## src/bma_pkg.sv

```systemverilog
// Shared types for the buddy allocator: opcodes, datapath commands, status.
// No dependencies; used by bma_ctrl, bma_datapath and the top level.
package bma_pkg;

  // request opcodes
  localparam logic OP_ALLOC = 1'b0;
  localparam logic OP_FREE  = 1'b1;

  // datapath micro-operations
  typedef enum logic [3:0] {
    CMD_NONE,
    CMD_LOAD,
    CMD_LVL_UP,
    CMD_POP_RD,
    CMD_POP_SPLIT,
    CMD_POP_TAKE,
    CMD_PUSH_HI,
    CMD_PUSH_LO,
    CMD_PUSH_FREE,
    CMD_WALK_INIT,
    CMD_WALK_RD,
    CMD_WALK_CHK
  } cmd_op_t;

  typedef struct packed {
    cmd_op_t op;
    logic    out_load;
    logic    out_fail;
  } dp_cmd_t;

  typedef struct packed {
    logic oversize;
    logic lvl_empty;
    logic lvl_gt_want;
    logic lvl_below_top;
    logic walk_live;
    logic walk_hit;
    logic node_bad;
  } dp_sts_t;

endpackage

```

## src/bma_ctrl.sv

```systemverilog
// Controller of the buddy allocator: sequences search, split, walk and merge.
// Depends on bma_pkg; commands bma_datapath and owns the result valid flag.
module bma_ctrl (
  input  logic             clk,
  input  logic             rst_n,
  input  logic             in_valid,
  input  logic             in_opcode,
  output logic             in_ready,
  output logic             out_valid,
  input  logic             out_ready,
  input  bma_pkg::dp_sts_t sts,
  output bma_pkg::dp_cmd_t cmd
);
  import bma_pkg::*;

  typedef enum logic [3:0] {
    ST_IDLE,
    ST_DISPATCH,
    ST_SCAN,
    ST_SPLIT_RD,
    ST_SPLIT_WR,
    ST_PUSH_HI,
    ST_PUSH_LO,
    ST_TAKE_RD,
    ST_TAKE_WR,
    ST_FREE_CHK,
    ST_WALK_RD,
    ST_WALK_CHK,
    ST_PUSH_FREE,
    ST_DONE
  } state_t;

  state_t state_r;
  logic   op_r, fail_r, out_valid_r;
  logic   out_free;

  assign in_ready  = (state_r == ST_IDLE);
  assign out_valid = out_valid_r;
  assign out_free  = !out_valid_r || out_ready;

  // command decode
  always_comb begin
    cmd.op       = CMD_NONE;
    cmd.out_load = 1'b0;
    cmd.out_fail = fail_r;
    unique case (state_r)
      ST_IDLE:      if (in_valid) cmd.op = CMD_LOAD;
      ST_SCAN:      if (!sts.oversize && sts.lvl_empty) cmd.op = CMD_LVL_UP;
      ST_SPLIT_RD:  cmd.op = CMD_POP_RD;
      ST_SPLIT_WR:  cmd.op = CMD_POP_SPLIT;
      ST_PUSH_HI:   cmd.op = CMD_PUSH_HI;
      ST_PUSH_LO:   cmd.op = CMD_PUSH_LO;
      ST_TAKE_RD:   cmd.op = CMD_POP_RD;
      ST_TAKE_WR:   if (!sts.node_bad) cmd.op = CMD_POP_TAKE;
      ST_FREE_CHK:  if (sts.lvl_below_top) cmd.op = CMD_WALK_INIT;
      ST_WALK_RD:   if (sts.walk_live) cmd.op = CMD_WALK_RD;
      ST_WALK_CHK:  cmd.op = CMD_WALK_CHK;
      ST_PUSH_FREE: cmd.op = CMD_PUSH_FREE;
      ST_DONE:      cmd.out_load = out_free;
      default:      ;
    endcase
  end

  // state and result valid
  always_ff @(posedge clk) begin
    if (!rst_n) begin
      state_r     <= ST_IDLE;
      op_r        <= OP_ALLOC;
      fail_r      <= 1'b0;
      out_valid_r <= 1'b0;
    end else begin
      // result taken and no new one posted in this cycle
      if (out_valid_r && out_ready && (state_r != ST_DONE)) out_valid_r <= 1'b0;
      unique case (state_r)
        ST_IDLE: begin
          if (in_valid) begin
            op_r    <= in_opcode;
            fail_r  <= 1'b0;
            state_r <= ST_DISPATCH;
          end
        end
        ST_DISPATCH: begin
          if (sts.oversize) begin
            fail_r  <= (op_r == OP_ALLOC);
            state_r <= ST_DONE;
          end else begin
            state_r <= (op_r == OP_FREE) ? ST_FREE_CHK : ST_SCAN;
          end
        end
        ST_SCAN: begin
          if (sts.oversize) begin
            fail_r  <= 1'b1;
            state_r <= ST_DONE;
          end else if (!sts.lvl_empty) begin
            state_r <= sts.lvl_gt_want ? ST_SPLIT_RD : ST_TAKE_RD;
          end
        end
        ST_SPLIT_RD: state_r <= ST_SPLIT_WR;
        ST_SPLIT_WR: state_r <= ST_PUSH_HI;
        ST_PUSH_HI:  state_r <= ST_PUSH_LO;
        ST_PUSH_LO:  state_r <= sts.lvl_gt_want ? ST_SPLIT_RD : ST_TAKE_RD;
        ST_TAKE_RD:  state_r <= ST_TAKE_WR;
        ST_TAKE_WR: begin
          fail_r  <= sts.node_bad;
          state_r <= ST_DONE;
        end
        ST_FREE_CHK: state_r <= sts.lvl_below_top ? ST_WALK_RD : ST_PUSH_FREE;
        ST_WALK_RD:  state_r <= sts.walk_live ? ST_WALK_CHK : ST_PUSH_FREE;
        ST_WALK_CHK: state_r <= sts.walk_hit ? ST_FREE_CHK : ST_WALK_RD;
        ST_PUSH_FREE: state_r <= ST_DONE;
        ST_DONE: begin
          if (out_free) begin
            out_valid_r <= 1'b1;
            state_r     <= ST_IDLE;
          end
        end
        default: state_r <= ST_IDLE;
      endcase
    end
  end

endmodule

```

## config.mk

```make
export PLATFORM = sky130hd
export DESIGN_NAME = bma_ctrl
export DESIGN_NICKNAME = d
export VERILOG_FILES = /design/src/bma_pkg.sv /design/src/bma_ctrl.sv
export SDC_FILE = /design/constraint.sdc
export NUM_CORES = 1
export LEC_CHECK = 0
export ABC_AREA = 1
export BUFFER_PORTS_ARGS = -buffer_cell sky130_fd_sc_hd__buf_2
export CAP_MARGIN = 20
export CORE_MARGIN = 3
export CORE_UTILIZATION = 40
export CTS_CLUSTER_SIZE = 14
export DETAILED_ROUTE_END_ITERATION = 16
export PLACE_DENSITY = 0.66
export SLEW_MARGIN = 10
export SYNTH_ARGS = -nofsm -noshare
export SYNTH_HDL_FRONTEND = slang
export SYNTH_SLANG_ARGS = --single-unit
export TNS_END_PERCENT = 10
```

## constraint.sdc

```tcl
create_clock -name clk -period 1.42 [get_ports clk]
set_input_delay 0.213 -clock clk [delete_from_list [all_inputs] [get_ports clk]]
set_output_delay 0.213 -clock clk [all_outputs]
set_load 0.02 [all_outputs]
```

==> results.sh, run 1 <==
export IMPL_routed_wl_um=2070
export IMPL_clkTransAtPathRegs_ps=50
export IMPL_switching_share_pct=48.5
export IMPL_hold_violations=0
export IMPL_p_leak_nw=0.516
export IMPL_grt_pass1_vias=750
export IMPL_final_common_cell="nand2_1"
export IMPL_viasPerCell=5.33
export IMPL_num_vias=868
export IMPL_firstDrtPassIters=4
export IMPL_final_cell_count_no_fill=163
export IMPL_r2r_end="fail_r"
export IMPL_ir_drop_mv=1.18
export IMPL_grt_setup_unrepaired="true"
export IMPL_grt_max_degree=7
export IMPL_wl_per_cell_um=12.7
export IMPL_gp_congestion=0.977
export IMPL_max_slew_margin_pct=85.9
export IMPL_rows=13
export IMPL_outcome="finished, violations left"
export IMPL_setup_ws_ps=-134
export IMPL_ys_ff_latch=7
export IMPL_dpl_cell_area_sq_um=818
export IMPL_slowest_delay_ps=350
export IMPL_io_pins=20
export IMPL_syn_area_sq_um=629
export IMPL_cellPowerDensity_nw_per_um2=2180
export IMPL_clock_latency_ps=250
export IMPL_chipWidth_um=45.7
export IMPL_worstPathArrival_ps=1340
export IMPL_antenna_cells=0
export IMPL_drt_iter0_markers=36
export IMPL_hpwl_um=1470
export IMPL_period_share_pct=109
export IMPL_layout_nets=161
export IMPL_mostFrequentLayoutCells="nand2_1 (26), buf_4 (17), buf_2 (15)"
export IMPL_r2r_slack_ps=50
export IMPL_cts_tree="yes"
export IMPL_drc=0
export IMPL_max_freq_mhz=643
export IMPL_core_area_sq_um=1380
export IMPL_synth_top_cell_by_area="dfxtp_1"
export IMPL_yosysWarnings=0
export IMPL_r2r_start="state_r[0]"
export IMPL_start_kind="flip-flop"
export IMPL_start_util_pct=45.5
export IMPL_finalSetupViolCount=4
export IMPL_sequentialPowerShare_pct=17.8
export IMPL_postSynthAreaPerCell_sq_um=5.77
export IMPL_layout_drive_gt1_share_pct=48.0
export IMPL_synthCells=109
export IMPL_synth_area_leaders="dfxtp_1 (22%), nand2_1 (19%), nand3_1 (11%)"
export IMPL_crit_chain="buf_4, nand2_4, inv_2, nand2_2, o211a_1, nand3_2, buf_6"
export IMPL_fp_dieH_um=45.7
export IMPL_p_total_mw=2.21
export IMPL_p_sw_mw=1.07
export IMPL_n_fill_cell=111
export IMPL_hp_class="in -> reg"
export IMPL_p_int_mw=1.14
export IMPL_syn2layout_area_growth_pct=61.0
export IMPL_htreeDepth=1
export IMPL_pwr_share_clk_pct=7.9
export IMPL_yosysTopAreaCellShare_pct=22.3
export IMPL_grt_usage_pct=21.7
export IMPL_clockBufferDepth=2
export IMPL_gr_total_overflow=0
export IMPL_path_max_fanout=4
export IMPL_worstSetupPathType="reg -> out"
export IMPL_die_area_sq_um=2090
export IMPL_reg2regPathDepth=10
export IMPL_path_delay_family="flip-flops"
export IMPL_place_ws_ps=3.71
export IMPL_min_period_ps=1550
export IMPL_required_ps=1210
export IMPL_syn_nets=121
export IMPL_hold_end="op_r"
export IMPL_cts_inserted_buffers=3
export IMPL_yosys_cell_types_count=23
export IMPL_hold_depth=3
export IMPL_postRouteAntennaNets=0
export IMPL_skew_ps=5.47
export IMPL_dp_cells=153
export IMPL_antenna_found_initial=0
export IMPL_cts_num_sinks=7
export IMPL_crit_slowest_cell="dfxtp_4"
export IMPL_totalNegativeSetupSlack_ps=-400
export IMPL_final_cell_area_sq_um=1010
export IMPL_crit_buf_inv=3
export IMPL_hold_path_startpoint="rst_n"
export IMPL_p_comb_share_pct=74.3
export IMPL_critPathCaptureType="output pin"
export IMPL_violations="setup timing"
export IMPL_grt_pass1_wl_um=3320
export IMPL_cts_root_buf="clkbuf_4"
export IMPL_yosysSeqAreaShare_pct=22.3
export IMPL_drv_cap=0
export IMPL_slew_viol_final=0
export IMPL_portBuffers=19
export IMPL_max_slew_worst_pin_slew_ps=211
-- state kept, by name, indices dropped and copies added, names as in the netlist --
name,count
fail_r,1
op_r,1
out_valid,1
state_r,4
-- worst max path at each step --
stage / startpoint / end / slack (ps) / depth (start not counted)
after global placement: state_r[3] / cmd[2] / 40 / 7
after floorplan: state_r[0] / cmd[2] / 60 / 5
after CTS: state_r[0] / cmd[2] / -110 / 6
after global routing: state_r[1] / cmd[2] / -180 / 7
final: state_r[1] / cmd[2] / -130 / 7
after detailed placement: state_r[2] / cmd[3] / 4 / 5
-- layer usage --
| metal | vias up | GRT usage, % | wire length [um] |
|---|---|---|---|
| li1 | 439 | - | - |
| met1 | 397 | 30.8 | 872 |
| met2 | 32 | 33.7 | 1030 |
| met3 | 0 | 4.74 | 168 |
| met4 | 0 | 3.51 | 0 |
| met5 | - | 0 | 0 |
-- stage by stage --
step / hold slack, ps / util [%]
3_5_place_dp: 462 / 59.2
6_report: 232 / 73.3
4_1_cts: 230 / 66.6
3_3_place_gp: 456 / 59.2
5_1_grt: 269 / 73.3
2_1_floorplan: 355 / -
-- synthesized netlist by cell type --
cell type	number
nand2_1	32
inv_1	15
nand3_1	14
nor2_1	10
a21oi_1	7
dfxtp_1	7
o21ai_0	4
nor2_4	3
nand3b_1	2
nand4_1	2
a21oi_2	1
a31oi_1	1
a41oi_1	1
buf_4	1
clkinv_1	1
inv_2	1
nand2_2	1
nor2_2	1
o2111ai_1	1
o211a_1	1
o211ai_1	1
o21ai_1	1
o22ai_1	1
-- worst min-delay path, stage by stage --
cell and delay [ps]:
buf_2 100, o21ai_1 70, a21oi_1 40
-- layout make-up --
cell class | instances | area (sq um) | area share [%]
clock buffer | 4 | 26.3 | 2.59
tap | 15 | 18.8 | 1.85
timing repair buffer | 36 | 256 | 25.3
sequential | 7 | 153 | 15.1
inverter | 17 | 63.8 | 6.30
multi-input combinational | 84 | 495 | 48.9
-- kinds of logic (layout without fill, tap and decap cells) --
logic type | count (synthesis) | count (layout) | synth area share, %
buffers and inverters | 18 | 57 | 11.3
and+or+nand+nor | 65 | 65 | 47.9
DFF | 7 | 7 | 22.3
AOI/OAI and AO/OA | 19 | 19 | 18.5
-- what timing repair did --
| item | 4_1_cts | 5_1_grt |
|---|---|---|
| hold buffers | 0 | 0 |
| pin swaps | 2 | 5 |
| resized for setup | 19 | 20 |
| buffers inserted | 3 | 3 |
| endpoints found under the setup margin | 6 | 8 |
-- power groups by stage --
stage                     logic, mW  clock network, mW  registers (mW)
final                          1.64              0.174           0.393
after global routing           1.76              0.193           0.401
after CTS                      1.40              0.181           0.363
after detailed placement       1.21                  0           0.349
after global placement         1.23                  0           0.346
after floorplan               0.788                  0           0.354
No activity file was read; power rests on OpenSTA's default activity.
==> inputs of run 2 (changes only) <==
CORE_ASPECT_RATIO = 0.7   (was unset)
CORE_UTILIZATION = 25   (was 40)
GPL_ROUTABILITY_DRIVEN = 1   (was unset)
PLACE_DENSITY = 0.46   (was 0.66)
==> run 2 against run 1 <==
Against the previous run:
- the run still ends with setup timing left
- clock skew up 4.8 ps
- clock-buffer cell count unchanged
- setup slack worse by 13 ps
- register-to-register slack worse by 20 ps
- cell area up 1.7%
- combinational power about the same
- total power up 1.5%
- cell count up 12%
- die area up 52%
- critical path type unchanged
- clock power up 9.8%
==> results.sh, run 2 (synthesized netlist as in run 1, its figures left out) <==
export IMPL_grt_max_degree=8
export IMPL_portBuffers=19
export IMPL_final_common_cell="nand2_1"
export IMPL_setup_ws_ps=-147
export IMPL_max_freq_mhz=638
export IMPL_worstSetupPathType="reg -> out"
export IMPL_period_share_pct=110
export IMPL_dp_cells=168
export IMPL_drv_cap=0
export IMPL_drt_iter0_markers=48
export IMPL_max_slew_worst_pin_slew_ps=228
export IMPL_drc=0
export IMPL_io_pins=20
export IMPL_p_total_mw=2.24
export IMPL_wl_per_cell_um=12.4
export IMPL_antenna_cells=0
export IMPL_cellPowerDensity_nw_per_um2=2170
export IMPL_crit_start="state_r[3]"
export IMPL_chipWidth_um=66.0
export IMPL_r2r_start="state_r[3]"
export IMPL_cts_tree="yes"
export IMPL_skew_ps=10.3
export IMPL_start_util_pct=27.9
export IMPL_top_register="state_r"
export IMPL_antenna_found_initial=0
export IMPL_hp_class="in -> reg"
export IMPL_layout_nets=163
export IMPL_die_area_sq_um=3170
export IMPL_core_area_sq_um=2260
export IMPL_viasPerCell=4.88
export IMPL_syn2layout_area_growth_pct=63.8
export IMPL_required_ps=1210
export IMPL_layout_drive_gt1_share_pct=46.0
export IMPL_htreeDepth=1
export IMPL_grt_pass1_wl_um=3620
export IMPL_clkTransAtPathRegs_ps=60
export IMPL_gp_congestion=0.855
export IMPL_n_fill_cell=246
export IMPL_postRouteAntennaNets=0
export IMPL_cts_root_buf="clkbuf_4"
export IMPL_grt_setup_unrepaired="true"
export IMPL_clock_latency_ps=260
export IMPL_num_vias=888
export IMPL_finalSetupViolCount=5
export IMPL_finalHoldWorstSlack_ps=215
export IMPL_mostFrequentLayoutCells="nand2_1 (30), buf_4 (20), inv_1 (14), buf_2 (14), nand3_1 (9)"
export IMPL_firstDrtPassIters=4
export IMPL_cts_inserted_buffers=3
export IMPL_path_max_fanout=5
export IMPL_gr_total_overflow=0
export IMPL_multi_input_area_sq_um=483
export IMPL_grt_pass1_vias=810
export IMPL_hold_path_startpoint="rst_n"
export IMPL_clockBufferDepth=2
export IMPL_start_kind="flip-flop"
export IMPL_min_period_ps=1570
export IMPL_critPathCaptureType="output pin"
export IMPL_violations="setup timing"
export IMPL_worstPathArrival_ps=1350
export IMPL_max_slew_margin_pct=84.6
export IMPL_hpwl_um=1620
export IMPL_routed_wl_um=2250
export IMPL_slew_viol_final=0
export IMPL_rows=14
export IMPL_largest_register_ffs=4
export IMPL_outcome="finished, violations left"
export IMPL_seqCellArea_sq_um=153
export IMPL_grt_usage_pct=15.6
export IMPL_fp_dieH_um=48.0
export IMPL_ir_drop_mv=1.22
export IMPL_final_cell_count_no_fill=182
export IMPL_p_leak_nw=0.515
export IMPL_hold_violations=0
export IMPL_cts_num_sinks=7
[run 2: cell count changes in the layout (fill, tap and decap cells not counted), moves of 2 or more]
cell     before  now
nand2_1      26   30
a21oi_2       1    3
buf_4        17   20
a21oi_1       7    5
nand2_2       6    3
inv_2         4    2
[run 2: final timing paths]
kind / end / slack (ps) / cells after the start
hold reg to reg: fail_r / 470 / 2
setup reg to reg: fail_r / 30 / 9
hold / removal: op_r / 210 / 3
setup / recovery: cmd[3] / -150 / 5
[run 2: metrics by stage]
step	area (sq um)	setup WS (ps)	setup TNS (ps)	utilization [%]
2_1_floorplan	629	58.1	0	-
3_3_place_gp	825	-72.9	-137	36.5
3_5_place_dp	825	-70.0	-71.6	36.5
4_1_cts	966	-156	-501	42.7
5_1_grt	1030	-236	-1100	45.6
6_report	1030	-147	-476	45.6
[run 2: critical path, cell delays in order (launching register included)]
cell       delay [ps]
dfxtp_4           360
buf_4             140
nor2_4            130
nand2_1           110
o2111ai_2         180
buf_4             170
[run 2: what timing repair did]
action / CTS / global route
pin swaps: 3 / 6
hold buffers: 0 / 0
endpoints found under the setup margin: 7 / 10
gates resized for setup: 22 / 13
gates cloned: 0 / 0
setup buffers: 7 / 3
[run 2: power by group]
group | leakage (nW) | internal, mW | switching [mW]
clock network | 0.0150 | 0.108 | 0.0832
registers | 0.0598 | 0.293 | 0.0989
logic | 0.440 | 0.759 | 0.900
[run 2: layout make-up]
class | instances | area share [%]
multi-input cells | 84 | 46.8
repair buffers | 38 | 25.7
flip-flops and latches | 7 | 14.8
inverters | 17 | 6.19
well taps | 32 | 3.88
clock buffers | 4 | 2.55
[run 2: per-layer routing]
layer	part of all wire, %	GRT usage (%)	vias to the layer above
met1	48	20.5	421
li1	-	-	441
met5	0	0	-
met4	0.98	4.86	0
met2	46	25.1	24
met3	5.3	4.69	2
==> inputs of run 3 (changes only) <==
clock period = 1.7 ns   (was 1.42 ns; I/O delays follow)
==> run 3 against run 2 <==
Against the previous run:
- the flow now finishes without violations
- clock-buffer cell count stayed put
- first-iteration DRC count decreased by 31%
- cell area fell by 15%
- clock skew is 6.6 ps lower
- clock power decreased by 18%
- wire length fell by 16%
- non-clock buffer count decreased by 14
- sequential cell count stayed put
- hold slack improved by 41 ps
- largest power group unchanged
- critical path depth is the same
- setup slack better by 220 ps
- critical endpoint is now cmd[5]
- critical path type unchanged
- die area unchanged
==> results.sh, run 3 (synthesized netlist as in run 1, its figures left out) <==
export IMPL_period_share_pct=95.9
export IMPL_wl_per_cell_um=11.3
export IMPL_start_kind="flip-flop"
export IMPL_met2_usage_pct=19.9
export IMPL_core_area_sq_um=2260
export IMPL_start_util_pct=27.9
export IMPL_grt_usage_pct=13.8
export IMPL_final_common_cell="nand2_1"
export IMPL_p_total_mw=1.52
export IMPL_crit_buf_inv=2
export IMPL_antenna_found_initial=0
export IMPL_critPathCaptureType="output pin"
export IMPL_path_max_fanout=6
export IMPL_syn2layout_area_growth_pct=40.0
export IMPL_viasPerCell=4.71
export IMPL_grt_pass1_vias=682
export IMPL_ctsHoldBuffers=0
export IMPL_slowest_delay_ps=370
export IMPL_htreeDepth=1
export IMPL_routed_wl_um=1900
export IMPL_top_usage_layer="met2"
export IMPL_largest_register_ffs=4
export IMPL_grt_pass1_wl_um=3130
export IMPL_clkTransAtPathRegs_ps=60
export IMPL_hpwl_um=1580
export IMPL_min_period_ps=1630
export IMPL_cts_num_sinks=7
export IMPL_die_area_sq_um=3170
export IMPL_gp_congestion=0.837
export IMPL_max_slew_margin_pct=83.5
export IMPL_ir_drop_mv=0.716
export IMPL_drv_cap=0
export IMPL_max_slew_worst_pin_slew_ps=245
export IMPL_postRouteAntennaNets=0
export IMPL_dpl_cell_area_sq_um=772
export IMPL_slew_viol_final=0
export IMPL_skew_ps=3.69
export IMPL_firstDrtPassIters=4
export IMPL_io_pins=20
export IMPL_cts_root_buf="clkbuf_4"
export IMPL_crit_chain="inv_1, nor2_4, nand3_2, nand3_1, buf_2"
export IMPL_outcome="complete, no violations"
export IMPL_max_freq_mhz=614
export IMPL_layout_drive_gt1_share_pct=33.8
export IMPL_final_cell_area_sq_um=881
export IMPL_post_route_util_pct=39.0
export IMPL_finalSetupViolCount=0
export IMPL_path_delay_family="simple AND/OR/NAND/NOR gates"
export IMPL_grt_setup_unrepaired="true"
export IMPL_fp_dieH_um=48.0
export IMPL_cts_tree="yes"
export IMPL_totalNegativeSetupSlack_ps=0
export IMPL_cts_inserted_buffers=3
export IMPL_num_vias=791
export IMPL_portBuffers=19
export IMPL_grt_max_degree=8
export IMPL_required_ps=1440
export IMPL_layout_nets=149
export IMPL_rows=14
export IMPL_drc=0
export IMPL_chipWidth_um=66.0
export IMPL_cellPowerDensity_nw_per_um2=1730
export IMPL_antenna_cells=0
export IMPL_hp_class="in -> reg"
export IMPL_clockBufferDepth=2
export IMPL_top_register="state_r"
export IMPL_hold_violations=0
export IMPL_gr_total_overflow=0
export IMPL_worstSetupPathType="reg -> out"
export IMPL_clock_latency_ps=260
export IMPL_crit_slowest_cell="dfxtp_4"
export IMPL_met3_usage_pct=5.16
export IMPL_drt_iter0_markers=33
export IMPL_p_leak_nw=0.437
export IMPL_worstPathArrival_ps=1370
export IMPL_use_met1_pct=18.8
export IMPL_mostFrequentLayoutCells="nand2_1 (30), buf_2 (17), inv_1 (15)"
[run 3: changes by cell type in the layout (fill, tap and decap cells not counted), moves of 2 or more]
cell     change
inv_2        -2
a21oi_1      +2
nor2_2       -4
buf_6        -3
buf_4       -14
a21oi_2      -2
buf_2        +3
nor2_1       +4
[run 3: report_power, final]
part / leakage, nW / total [mW] / internal, mW / switching (mW)
Sequential: 0.0595 / 0.327 / 0.239 / 0.0876
Clock: 0.0150 / 0.157 / 0.0899 / 0.0670
Combinational: 0.363 / 1.04 / 0.397 / 0.640
Total: 0.437 / 1.52 / 0.727 / 0.794
[run 3: through the flow]
step	setup WS [ps]	std cells	hold slack (ps)
2_1_floorplan	296	109	397
3_3_place_gp	143	161	457
3_5_place_dp	170	161	458
4_1_cts	9.52	166	257
5_1_grt	-3.68	168	275
6_report	70.3	168	256
[run 3: cell type report]
class                           count  area, sq um
Fill cell                         244         1380
Multi-Input combinational cell     84          457
Sequential cell                     7          150
Timing Repair Buffer               24          141
Inverter                           17         66.3
Tap cell                           32         40.0
Clock buffer                        4         26.3
[run 3: metal layers]
metal / up-vias / share of wire, %
met5: - / 0
met4: 0 / 0.63
met3: 2 / 7.5
met2: 23 / 44
met1: 351 / 48
li1: 415 / -
[run 3: worst register-to-register path, cell delays in order (launching register included)]
cell	delay, ps
dfxtp_4	370
inv_1	90
nor2_4	190
buf_4	160
nand3_1	70
nand2_1	80
nor2_1	50
nand2_1	70
nand2_1	50
a21oi_1	120
[run 3: path summary, 6_finish.rpt]
| kind | endpoint | from | slack [ps] | depth (start not counted) |
|---|---|---|---|---|
| setup reg to reg | state_r[2] | state_r[1] | 400 | 9 |
| hold / removal | op_r | rst_n | 260 | 3 |
| setup / recovery | cmd[5] | state_r[1] | 70 | 5 |
| hold reg to reg | fail_r | fail_r | 470 | 2 |
[run 3: repair_timing]
action	in CTS	in global routing
endpoints found under the setup margin	3	5
resized for setup	6	13
pin swaps	1	3
buffers inserted	1	2
cloned	0	0
